--- config.mk ---
export PLATFORM = sky130hd
export DESIGN_NAME = thread_queue_with_id_search
export DESIGN_NICKNAME = d
export VERILOG_FILES = /design/src/rtl/tq_pkg.sv /design/src/rtl/tq_ctrl.sv /design/src/rtl/tq_dpath.sv /design/src/rtl/thread_queue_with_id_search.sv
export VERILOG_INCLUDE_DIRS = /design/src /design/src/rtl
export SDC_FILE = /design/constraint.sdc
export NUM_CORES = 1
export LEC_CHECK = 0
export BUFFER_PORTS_ARGS = -buffer_cell sky130_fd_sc_hd__buf_2
export CORE_MARGIN = 1
export CORE_UTILIZATION = 57
export DETAILED_ROUTE_END_ITERATION = 8
export PLACE_DENSITY = 0.84
export SYNTH_ARGS = -nofsm -noshare
export SYNTH_HDL_FRONTEND = slang
export SYNTH_SLANG_ARGS = --single-unit
export TNS_END_PERCENT = 50
--- constraint.sdc ---
create_clock -name clk_i -period 6.6 [get_ports clk_i]
set_input_delay 0 -clock clk_i [delete_from_list [all_inputs] [get_ports clk_i]]
set_output_delay 0 -clock clk_i [all_outputs]
set_load 0.1 [all_outputs]
--- src/rtl/thread_queue_with_id_search_defines.svh ---
// Assertion macros shared by the thread queue RTL
`ifndef THREAD_QUEUE_WITH_ID_SEARCH_DEFINES_SVH
`define THREAD_QUEUE_WITH_ID_SEARCH_DEFINES_SVH
`ifndef NO_ASSERTIONS
`define TQ_ASSERT(label, clk, rst_n, prop, msg) \
  label: assert property (@(posedge clk) disable iff (!rst_n) (prop)) else $error(msg);
`define TQ_ASSERT_NEXT(label, clk, rst_n, pre, post, msg) \
  label: assert property (@(posedge clk) disable iff (!rst_n) (pre) |=> (post)) else $error(msg);
`else
`define TQ_ASSERT(label, clk, rst_n, prop, msg)
`define TQ_ASSERT_NEXT(label, clk, rst_n, pre, post, msg)
`endif
`endif

--- src/rtl/tq_pkg.sv ---
// Package: types, codes and sizes for the thread queue
`default_nettype none
package tq_pkg;
  localparam int unsigned Capacity = 16;
  localparam int unsigned SlotW    = $clog2(Capacity);
  localparam int unsigned LinkW    = SlotW + 1;
  localparam int unsigned CountW   = $clog2(Capacity + 1);
  localparam logic [LinkW-1:0] NullLink = LinkW'(Capacity);

  localparam logic [2:0] OpPut    = 3'd0;
  localparam logic [2:0] OpGet    = 3'd1;
  localparam logic [2:0] OpPeek   = 3'd2;
  localparam logic [2:0] OpFind   = 3'd3;
  localparam logic [2:0] OpUnlink = 3'd4;

  localparam logic [2:0] StOk       = 3'd0;
  localparam logic [2:0] StEmpty    = 3'd1;
  localparam logic [2:0] StFull     = 3'd2;
  localparam logic [2:0] StNotFound = 3'd3;
  localparam logic [2:0] StBadSlot  = 3'd4;

  // controller to datapath commands
  typedef struct packed {
    logic             latch;     // capture input transaction
    logic             do_put;
    logic             do_detach; // detach slot held in cur
    logic             load_head; // cur <= head
    logic             step;      // cur <= next[cur]
    logic             cur_unl;   // cur <= unlink slot
    logic             hit_save;  // result ref <= ref[cur]
    logic [2:0]       status;
    logic             set_stat;
    logic             fire;      // drive result strobe
  } tq_cmd_t;

  // datapath to controller status
  typedef struct packed {
    logic [2:0] op;
    logic       empty;
    logic       full;
    logic       cur_null;
    logic       id_match;
    logic       slot_used;
  } tq_stat_t;
endpackage
`default_nettype wire

--- src/rtl/tq_ctrl.sv ---
// Controller: sequences one queue operation at a time
`default_nettype none
`include "thread_queue_with_id_search_defines.svh"
module tq_ctrl import tq_pkg::*; (
  input  wire logic     clk_i,
  input  wire logic     rst_ni,
  input  wire logic     start_i,
  output logic          busy_o,
  input  tq_stat_t      stat_i,
  output tq_cmd_t       cmd_o
);
  typedef enum logic [1:0] {Idle, Decode, Walk, Done} state_e;
  state_e state_q, state_d;
  logic [SlotW:0] steps_q, steps_d;

  // next state and commands
  always_comb begin
    state_d = state_q;
    steps_d = steps_q;
    cmd_o   = '0;
    case (state_q)
      Idle: begin
        if (start_i) begin
          cmd_o.latch = 1'b1;
          state_d = Decode;
        end
      end
      Decode: begin
        state_d = Done;
        cmd_o.set_stat = 1'b1;
        cmd_o.status = StOk;
        case (stat_i.op)
          OpPut: begin
            if (stat_i.full) cmd_o.status = StFull;
            else cmd_o.do_put = 1'b1;
          end
          OpGet, OpPeek: begin
            // empty queue: cur is stale, so skip the walk state entirely
            if (stat_i.empty) cmd_o.status = StEmpty;
            else begin
              cmd_o.load_head = 1'b1;
              state_d = Walk;
            end
          end
          OpFind: begin
            cmd_o.status = StNotFound;
            cmd_o.load_head = 1'b1;
            steps_d = '0;
            state_d = Walk;
          end
          OpUnlink: begin
            if (!stat_i.slot_used) cmd_o.status = StBadSlot;
            else begin
              cmd_o.cur_unl = 1'b1;
              state_d = Walk;
            end
          end
          default: ;
        endcase
      end
      Walk: begin
        state_d = Done;
        case (stat_i.op)
          OpGet: begin
            if (!stat_i.cur_null) begin
              cmd_o.hit_save = 1'b1;
              cmd_o.do_detach = 1'b1;
            end
          end
          OpPeek: cmd_o.hit_save = !stat_i.cur_null;
          OpUnlink: cmd_o.do_detach = 1'b1;
          OpFind: begin
            if (!stat_i.cur_null && steps_q < (SlotW+1)'(Capacity)) begin
              if (stat_i.id_match) begin
                cmd_o.hit_save = 1'b1;
                cmd_o.set_stat = 1'b1;
                cmd_o.status = StOk;
              end else begin
                cmd_o.step = 1'b1;
                steps_d = steps_q + 1'b1;
                state_d = Walk;
              end
            end
          end
          default: ;
        endcase
      end
      Done: begin
        cmd_o.fire = 1'b1;
        state_d = Idle;
      end
      default: state_d = Idle;
    endcase
  end

  // state register
  always_ff @(posedge clk_i or negedge rst_ni) begin
    if (!rst_ni) begin
      state_q <= Idle;
      steps_q <= '0;
    end else begin
      state_q <= state_d;
      steps_q <= steps_d;
    end
  end

  assign busy_o = (state_q != Idle);

  `TQ_ASSERT_NEXT(a_start_leaves_idle, clk_i, rst_ni, start_i && !busy_o, busy_o,
    "accepted transaction did not raise busy")
  `TQ_ASSERT(a_fire_in_done, clk_i, rst_ni, !cmd_o.fire || state_q == Done,
    "result strobe outside done state")
  `TQ_ASSERT(a_walk_bounded, clk_i, rst_ni, steps_q <= (SlotW+1)'(Capacity),
    "find walk ran past capacity")
endmodule
`default_nettype wire

--- src/rtl/tq_dpath.sv ---
// Datapath: node store, links, head, tail, count and result registers
`default_nettype none
`include "thread_queue_with_id_search_defines.svh"
module tq_dpath import tq_pkg::*; (
  input  wire logic        clk_i,
  input  wire logic        rst_ni,
  input  wire logic [2:0]  op_i,
  input  wire logic [15:0] thread_ref_i,
  input  wire logic [15:0] thread_id_i,
  input  wire logic [3:0]  node_slot_i,
  input  tq_cmd_t          cmd_i,
  output tq_stat_t         stat_o,
  output logic             done_o,
  output logic [2:0]       status_o,
  output logic [15:0]      thread_ref_out_o,
  output logic [3:0]       slot_out_o,
  output logic [4:0]       count_o
);
  logic [15:0]       ref_q  [Capacity];
  logic [15:0]       id_q   [Capacity];
  logic [LinkW-1:0]  next_q [Capacity];
  logic [LinkW-1:0]  prev_q [Capacity];
  logic [Capacity-1:0] used_q;
  logic [LinkW-1:0]  head_q, tail_q, cur_q;
  logic [CountW-1:0] cnt_q;
  logic [2:0]        op_q, stat_q;
  logic [15:0]       tref_q, tid_q, rout_q;
  logic [SlotW-1:0]  slot_q, sout_q;
  logic              done_q;
  logic [SlotW-1:0]  free_s, cs, ps, ns;
  logic [LinkW-1:0]  pl, nl;

  // lowest free slot
  always_comb begin
    free_s = '0;
    for (int i = Capacity - 1; i >= 0; i--)
      if (!used_q[i]) free_s = SlotW'(i);
  end

  assign cs = cur_q[SlotW-1:0];
  assign pl = prev_q[cs];
  assign nl = next_q[cs];
  assign ps = pl[SlotW-1:0];
  assign ns = nl[SlotW-1:0];

  assign stat_o.op        = op_q;
  assign stat_o.empty     = head_q[SlotW];
  assign stat_o.full      = &used_q;
  assign stat_o.cur_null  = cur_q[SlotW];
  assign stat_o.id_match  = (id_q[cs] == tid_q);
  assign stat_o.slot_used = used_q[slot_q];

  // node store, no reset
  always_ff @(posedge clk_i) begin
    if (cmd_i.do_put) begin
      ref_q[free_s]  <= tref_q;
      id_q[free_s]   <= tid_q;
      next_q[free_s] <= NullLink;
      prev_q[free_s] <= tail_q;
      if (!tail_q[SlotW]) next_q[tail_q[SlotW-1:0]] <= {1'b0, free_s};
    end
    if (cmd_i.do_detach) begin
      if (!pl[SlotW]) next_q[ps] <= nl;
      if (!nl[SlotW]) prev_q[ns] <= pl;
    end
  end

  // control and payload registers
  always_ff @(posedge clk_i or negedge rst_ni) begin
    if (!rst_ni) begin
      used_q <= '0;
      head_q <= NullLink;
      tail_q <= NullLink;
      cur_q  <= NullLink;
      cnt_q  <= '0;
      done_q <= 1'b0;
      op_q <= '0; tref_q <= '0; tid_q <= '0; slot_q <= '0;
      stat_q <= StOk; rout_q <= '0; sout_q <= '0;
    end else begin
      done_q <= cmd_i.fire;
      if (cmd_i.latch) begin
        op_q <= op_i; tref_q <= thread_ref_i; tid_q <= thread_id_i;
        slot_q <= node_slot_i;
        rout_q <= '0; sout_q <= '0;
      end
      if (cmd_i.set_stat) stat_q <= cmd_i.status;
      if (cmd_i.load_head) cur_q <= head_q;
      if (cmd_i.cur_unl) cur_q <= {1'b0, slot_q};
      if (cmd_i.step) cur_q <= nl;
      if (cmd_i.hit_save) rout_q <= ref_q[cs];
      if (cmd_i.do_put) begin
        used_q[free_s] <= 1'b1;
        if (tail_q[SlotW]) head_q <= {1'b0, free_s};
        tail_q <= {1'b0, free_s};
        cnt_q  <= cnt_q + 1'b1;
        sout_q <= free_s;
      end
      if (cmd_i.do_detach) begin
        used_q[cs] <= 1'b0;
        if (head_q == cur_q) head_q <= nl;
        if (tail_q == cur_q) tail_q <= pl;
        cnt_q <= cnt_q - 1'b1;
      end
    end
  end

  assign done_o           = done_q;
  assign status_o         = stat_q;
  assign thread_ref_out_o = rout_q;
  assign slot_out_o       = sout_q;
  assign count_o          = cnt_q;

  `TQ_ASSERT(a_count_matches, clk_i, rst_ni, cnt_q == CountW'($countones(used_q)),
    "count disagrees with slots in use")
  `TQ_ASSERT(a_empty_consistent, clk_i, rst_ni, head_q[SlotW] == (cnt_q == '0),
    "head null disagrees with count")
  `TQ_ASSERT(a_no_put_when_full, clk_i, rst_ni, !(cmd_i.do_put && (&used_q)),
    "put issued on full store")
endmodule
`default_nettype wire

--- src/rtl/thread_queue_with_id_search.sv ---
// Top level: bounded thread queue with search by id
// channel | signals                                    | handshake
// input   | op_i thread_ref_i thread_id_i node_slot_i  | start_i && !busy_o
// result  | status_o thread_ref_out_o slot_out_o count_o | done_o, one cycle
// Put, undefined ops and failed get, peek or unlink go from Decode to Done; get,
// peek and unlink pass through Walk once; find stays in Walk, the find walk
// visiting up to Capacity linked nodes, one linked node per cycle.
// busy_o stays high until the result strobe; the receiver cannot stall.
// Reset is asynchronous: queue empty, no slots in use, no clearing pass.
`default_nettype none
module thread_queue_with_id_search import tq_pkg::*; (
  input  wire logic        clk_i,
  input  wire logic        rst_ni,
  input  wire logic        start_i,
  output logic             busy_o,
  input  wire logic [2:0]  op_i,
  input  wire logic [15:0] thread_ref_i,
  input  wire logic [15:0] thread_id_i,
  input  wire logic [3:0]  node_slot_i,
  output logic             done_o,
  output logic [2:0]       status_o,
  output logic [15:0]      thread_ref_out_o,
  output logic [3:0]       slot_out_o,
  output logic [4:0]       count_o
);
  tq_cmd_t  cmd;
  tq_stat_t stat;

  tq_ctrl u_ctrl (
    .clk_i, .rst_ni, .start_i, .busy_o, .stat_i(stat), .cmd_o(cmd)
  );

  tq_dpath u_dpath (
    .clk_i, .rst_ni, .op_i, .thread_ref_i, .thread_id_i, .node_slot_i,
    .cmd_i(cmd), .stat_o(stat), .done_o, .status_o, .thread_ref_out_o,
    .slot_out_o, .count_o
  );
endmodule
`default_nettype wire
==> flow_summary.json, run 1 <==
{
  "relSlewSlack": 0.165,
  "pre_cts_slack_ps": 1970,
  "reg2reg_to": "u_dpath.prev_q[14][0]",
  "rrSetupSlack_ps": 1910,
  "post_cts_buffers": 0,
  "clkLatencyLatePin_ps": 650,
  "rsz0062_at_grt": "no",
  "synth_top_cell_area_share": 0.615,
  "rows": 86,
  "hold_viol": 0,
  "fin_util": 0.657,
  "setup_violations": 0,
  "postCtsResizedCells": 0,
  "cap_violations": 0,
  "yosys.area.top_type": "edfxtp_1",
  "drtIter0Drc": 2578,
  "synthArstFlopShare": 0.136,
  "num_vias": 18200,
  "die_h_um": 239,
  "cts_tree": "built",
  "drive_gt1_frac": 0.268,
  "hpwl_mm": 42.2,
  "die_w_um": 239,
  "core_area_mm2": 0.0553,
  "clkTransAtPathRegs_ps": 60,
  "min_to": "u_dpath.tid_q[2]",
  "start_util": 0.579,
  "p_leak_nw": 12.4,
  "cts_max_path_buffers": 3,
  "drc": 0,
  "antenna_found_initial": 1,
  "irDropWorstVdd_uv": 419,
  "arrival_ps": 4950,
  "overflow": 0,
  "yosys-top-cells-area": "edfxtp_1, mux4_2, dfrtp_1",
  "yosysSeqAreaShare": 0.708,
  "final_area_mm2": 0.0363,
  "gp_congestion": 0.906,
  "port_buffers": 71,
  "yosys_most_used_dff": "edfxtp_1",
  "n_fill_cell": 3445,
  "r2r_cells": 7,
  "synth.avg_cell_area_um2": 18.4,
  "dieArea_mm2": 0.0571,
  "root_buffer": "clkbuf_16",
  "hold_depth": 3,
  "syn-num-nets": 1793,
  "fin_setup_tns_ps": 0,
  "period_share": 0.710,
  "wl_per_cell_um": 30.6,
  "placed_cell_area_mm2": 0.0333,
  "finalMaxSlewViolations": 0,
  "grt_pass1_wl_mm": 120,
  "synthDistinctLibCells": 71,
  "holdBufCountCts": 43,
  "grt_pass1_vias": 18700,
  "htreeDepth": 3,
  "timing.final.crit_period_ps": 4690,
  "dr.pass1.iters": 6,
  "fin_nets": 1927,
  "syn2layout_area_growth_pct": 13.4,
  "clock_skew_ps": 28.3,
  "synth_edf_count": 656,
  "setup_ws_ps": 1910,
  "netlist_instances": 1741,
  "ff_latch_area_mm2": 0.0227,
  "ys.warnings.count": 0,
  "wl_mm": 82.1,
  "via_per_inst": 6.80,
  "crit_path_start": "u_dpath.cur_q[1]",
  "worstReg2RegStart": "u_dpath.cur_q[1]",
  "cts_inserted_buffers": 75,
  "min_from": "thread_id_i[2]",
  "synth.cell_area_mm2": 0.0320,
  "io_pins": 72,
  "critPathKind": "reg2reg",
  "critPathLaunchType": "register",
  "cts_sinks": 778,
  "multi_input_area_mm2": 0.00897,
  "worstPathMaxFanout": 47,
  "holdCritPathClass": "in2reg",
  "ant_nets": 0,
  "power_density_mw_per_mm2": 450,
  "cp.required_ps": 6870,
  "grtUsageTotal": 0.293,
  "mostFrequentLayoutCells": "edfxtp_1, mux4_2, nand2_1, dfrtp_1, clkbuf_16",
  "hold_slack_ps": 128,
  "cp-end-kind": "register",
  "status": "finished, final reports clean",
  "grt_max_degree": 67,
  "timing.fmax_mhz": 213,
  "ys_seq_elements": 778,
  "num_antenna_cells": 0,
  "tightestPinTransition_ps": 1250,
  "layout_commonest_cell": "edfxtp_1"
}
## per-layer routing
metal | up-vias | GRT usage | routed length, um
met3 | 299 | 0.0694 | 8880
li1 | 7310 | - | -
met5 | - | 0 | 8
met1 | 9230 | 0.366 | 28000
met4 | 2 | 0.140 | 3970
met2 | 1398 | 0.487 | 41200
## Yosys cell counts, types with 4 or more instances
cell      number
o22ai_1       65
dfrtp_1      103
nand4_1        7
clkbuf_1      42
nor2_1        65
dfxtp_1       16
mux2_2        59
nor3_1         9
and2_1        20
nor2b_1       13
nand3_1       13
a31oi_1        4
o21ai_0       29
buf_2         28
mux2i_1       54
or2_2          4
ha_1           9
mux4_2       182
xor2_1        17
a21o_1         8
o22a_1         6
edfxtp_1     656
buf_4          6
mux4_1         7
buf_1         11
inv_1         18
mux2_4        10
a22oi_1       11
nand2b_1      25
xnor2_1       14
nor3b_1        6
nand2_1      107
o32a_1         8
a21oi_1       39
nor4_1         4
a31o_2         4
o211ai_1       5
and3_1         5
## flip-flops by register name, indices dropped and copies added (netlist names)
name / count
u_dpath.slot_q: 4
u_dpath.id_q: 256
u_ctrl.state_q: 2
u_dpath.done_o: 1
u_dpath.prev_q: 80
u_dpath.head_q: 5
u_ctrl.steps_q: 5
u_dpath.tail_q: 5
u_dpath.tref_q: 16
u_dpath.cur_q: 5
u_dpath.used_q: 16
u_dpath.tid_q: 16
u_dpath.op_q: 3
u_dpath.ref_q: 256
u_dpath.count_o: 5
u_dpath.next_q: 80
u_dpath.status_o: 3
u_dpath.thread_ref_out_o: 16
u_dpath.slot_out_o: 4
## area by class of cell
type | instances | area share
flip-flops and latches | 778 | 0.624
repair buffers | 148 | 0.0295
inverters | 18 | 0.00186
multi-input cells | 854 | 0.247
well taps | 748 | 0.0258
clock inverters | 49 | 0.0164
clock buffers | 88 | 0.0553
## worst max-delay path, cell delays in order (launching register included)
cell and delay [ps]:
dfrtp_4 1000, buf_4 630, mux4_2 390, mux4_2 570
nor2_1 670, a21oi_1 270, or2_2 390, nor2_1 390
## logic make-up after synthesis
| group | count (synthesis) | share of synthesized area |
|---|---|---|
| xor+xnor | 31 | 0.00848 |
| mux | 312 | 0.176 |
| flops | 778 | 0.708 |
| fa+ha+maj | 12 | 0.00477 |
| compound gates | 207 | 0.0429 |
| buf+inv | 109 | 0.0158 |
| simple gates | 292 | 0.0442 |
## worst max path at each step
stage	end	slack (ps)	depth (start not counted)
6_report	u_dpath.prev_q[14][0]	1910	7
2_1_floorplan	u_dpath.used_q[14]	2200	9
3_3_place_gp	u_dpath.prev_q[14][4]	2200	7
5_1_grt	u_dpath.prev_q[14][0]	1700	7
3_5_place_dp	u_dpath.prev_q[12][1]	1970	7
4_1_cts	u_dpath.prev_q[14][0]	1940	7
## per-stage QoR
| stage | power [W] | std cells |
|---|---|---|
| final | 0.0164 | 2683 |
| after global routing | 0.0168 | 2683 |
| after CTS | 0.0162 | 2683 |
| after detailed placement | 0.0116 | 2503 |
| after global placement | 0.0114 | 2503 |
| after floorplan | 0.0104 | 1741 |
## power by group
| part | internal [W] | total (W) | switching (W) |
|---|---|---|---|
| Sequential | 0.00625 | 0.00727 | 0.00101 |
| Clock | 0.00261 | 0.00457 | 0.00196 |
| Combinational | 0.00187 | 0.00452 | 0.00265 |
| Total | 0.0107 | 0.0164 | 0.00562 |
No activity file was read; power rests on OpenSTA's default activity.
==> run 2, diff against run 1 <==
Settings changed: CORE_UTILIZATION 57 to 56, PLACE_DENSITY 0.84 to 0.85.
Clock period 6.6 ns to 4.1 ns, I/O delays scaled along.
==> run 2 against run 1 <==
Routed wire length decreased by 3.4%. Largest cell class unchanged. Clock power increased by 56%. Combinational power is 71% higher. Hold slack got worse by 90 ps. Maximum frequency grew 22%.
==> flow_summary.json, run 2 (same netlist as run 1, synthesis figures left out) <==
{
  "status": "finished, final reports clean",
  "ff_latch_area_mm2": 0.0227,
  "worstReg2RegStart": "u_dpath.cur_q[1]",
  "hold_viol": 0,
  "cp.required_ps": 4370,
  "timing.final.crit_period_ps": 3850,
  "reg2reg_to": "u_dpath.prev_q[5][1]",
  "layout_commonest_cell": "edfxtp_1",
  "dr.pass1.iters": 8,
  "die_w_um": 241,
  "fin_setup_tns_ps": 0,
  "mostFrequentLayoutCells": "edfxtp_1, mux4_2, nand2_1, dfrtp_1, clkbuf_16",
  "worstPathMaxFanout": 28,
  "wl_mm": 79.3,
  "num_vias": 18200,
  "n_fill_cell": 3462,
  "crit_chain": "buf_4 > buf_4 > mux4_2 > mux4_2 > o31ai_1 > nand2b_1 > nor2_1",
  "cts_max_path_buffers": 3,
  "grtUsageMet1": 0.347,
  "relSlewSlack": 0.310,
  "htreeDepth": 3,
  "drive_gt1_frac": 0.276,
  "grt-busiest-layer": "met2",
  "hpwl_mm": 44.7,
  "grt_pass1_vias": 18800,
  "clkTransAtPathRegs_ps": 60,
  "fin_nets": 1966,
  "die_h_um": 241,
  "io_pins": 72,
  "cpMaxStageDelayCell": "dfrtp_4",
  "r2r_cells": 7,
  "pre_cts_slack_ps": 193,
  "arrival_ps": 4120,
  "critPathKind": "reg2reg",
  "rows": 87,
  "hold_slack_ps": 38.6,
  "fin_cells": 2733,
  "finalMaxSlewViolations": 0,
  "tightestPinTransition_ps": 1030,
  "period_share": 0.940,
  "placed_cells": 2549,
  "root_buffer": "clkbuf_16",
  "p_leak_nw": 12.7,
  "start_util": 0.567,
  "setup_violations": 0,
  "path_buf_inv": 2,
  "multi_input_area_mm2": 0.00899,
  "clkLatencyLatePin_ps": 650,
  "rrSetupSlack_ps": 250,
  "syn2layout_area_growth_pct": 14.9,
  "power_density_mw_per_mm2": 714,
  "cts_sinks": 778,
  "via_per_inst": 6.66,
  "cts_inserted_buffers": 76,
  "drc": 0,
  "antenna_found_initial": 0,
  "critPathTopFamily": "multiplexers",
  "num_antenna_cells": 0,
  "setup_ws_ps": 247,
  "largest_registers": "u_dpath.id_q x256, u_dpath.ref_q x256",
  "grtUsageMet3": 0.0600,
  "gp_congestion": 0.888,
  "critPathMaxStageDelay_ps": 690,
  "wl_per_cell_um": 29.0,
  "grtUsageTotal": 0.280,
  "ant_nets": 0,
  "fin_util": 0.651,
  "cap_violations": 0,
  "grt_max_degree": 70,
  "grt_use_met2": 0.470,
  "grt_pass1_wl_mm": 117,
  "cts_tree": "built",
  "irDropWorstVdd_uv": 514,
  "critPathLaunchType": "register",
  "clock_skew_ps": 27.8,
  "timing.fmax_mhz": 260,
  "cp-end-kind": "register",
  "holdCritPathClass": "in2async",
  "rsz0062_at_grt": "no",
  "drtIter0Drc": 2463,
  "port_buffers": 71,
  "core_area_mm2": 0.0565,
  "dieArea_mm2": 0.0582,
  "overflow": 0
}
## run 2: changes by cell type in the layout (fill, tap and decap cells not counted), sizes merged
cell,previous run,this run
clkbuf,88,108
bufinv,10,5
dlygate4sd3,42,41
clkinv,27,24
buf,106,145
clkinvlp,8,1
inv,22,21
## run 2: layer usage
layer / part of all wire / wire (um) / vias to the layer above
met4: 0.046 / 3680 / 0
li1: - / - / 7379
met5: 0 / 0 / -
met2: 0.51 / 40400 / 1282
met3: 0.094 / 7480 / 273
met1: 0.35 / 27700 / 9279
## run 2: area by class of cell
class,count,share of cell area
sequential,778,0.617
multi-input combinational,854,0.244
inverter,18,0.00184
clock buffer,108,0.0591
clock inverter,33,0.0100
tap,756,0.0257
timing repair buffer,186,0.0424
## run 2: worst max-delay path by stage
stage,start,end,depth (start not counted)
after global routing,u_dpath.cur_q[1],u_dpath.prev_q[5][3],7
after detailed placement,u_dpath.cur_q[1],u_dpath.thread_ref_out_o[6],10
after global placement,u_dpath.cur_q[1],u_dpath.thread_ref_out_o[7],10
after floorplan,u_dpath.used_q[0],u_dpath.id_q[12][0],8
final,u_dpath.cur_q[1],u_dpath.prev_q[5][1],7
after CTS,u_dpath.cur_q[1],u_dpath.thread_ref_out_o[14],10
## run 2: where the power goes
group          total, W  switching, W  internal (W)
sequential       0.0115       0.00140        0.0101
combinational   0.00771       0.00452       0.00320
clock           0.00711       0.00304       0.00406
total            0.0263       0.00896        0.0173
## run 2: through the flow
stage	cell area, um^2	power (W)
final	36800	0.0263
after global routing	36800	0.0271
after CTS	36800	0.0262
after detailed placement	33800	0.0190
after global placement	33800	0.0186
after floorplan	32000	0.0167
## run 2: worst reg2reg max path, delay by kind of cell (launching register included)
family | cells | cell delay [ps]
AO/OA/AOI/OAI | 1 | 380
buffers and inverters | 2 | 820
flip-flops | 1 | 690
AND/OR/NAND/NOR | 2 | 640
multiplexers | 2 | 960
## run 2: repair_timing
item                                   CTS  global route
buffers inserted                         0             2
setup endpoints to repair                0            16
hold buffers                            41             0
endpoints found under the hold margin  110             0
resized for setup                        0             1
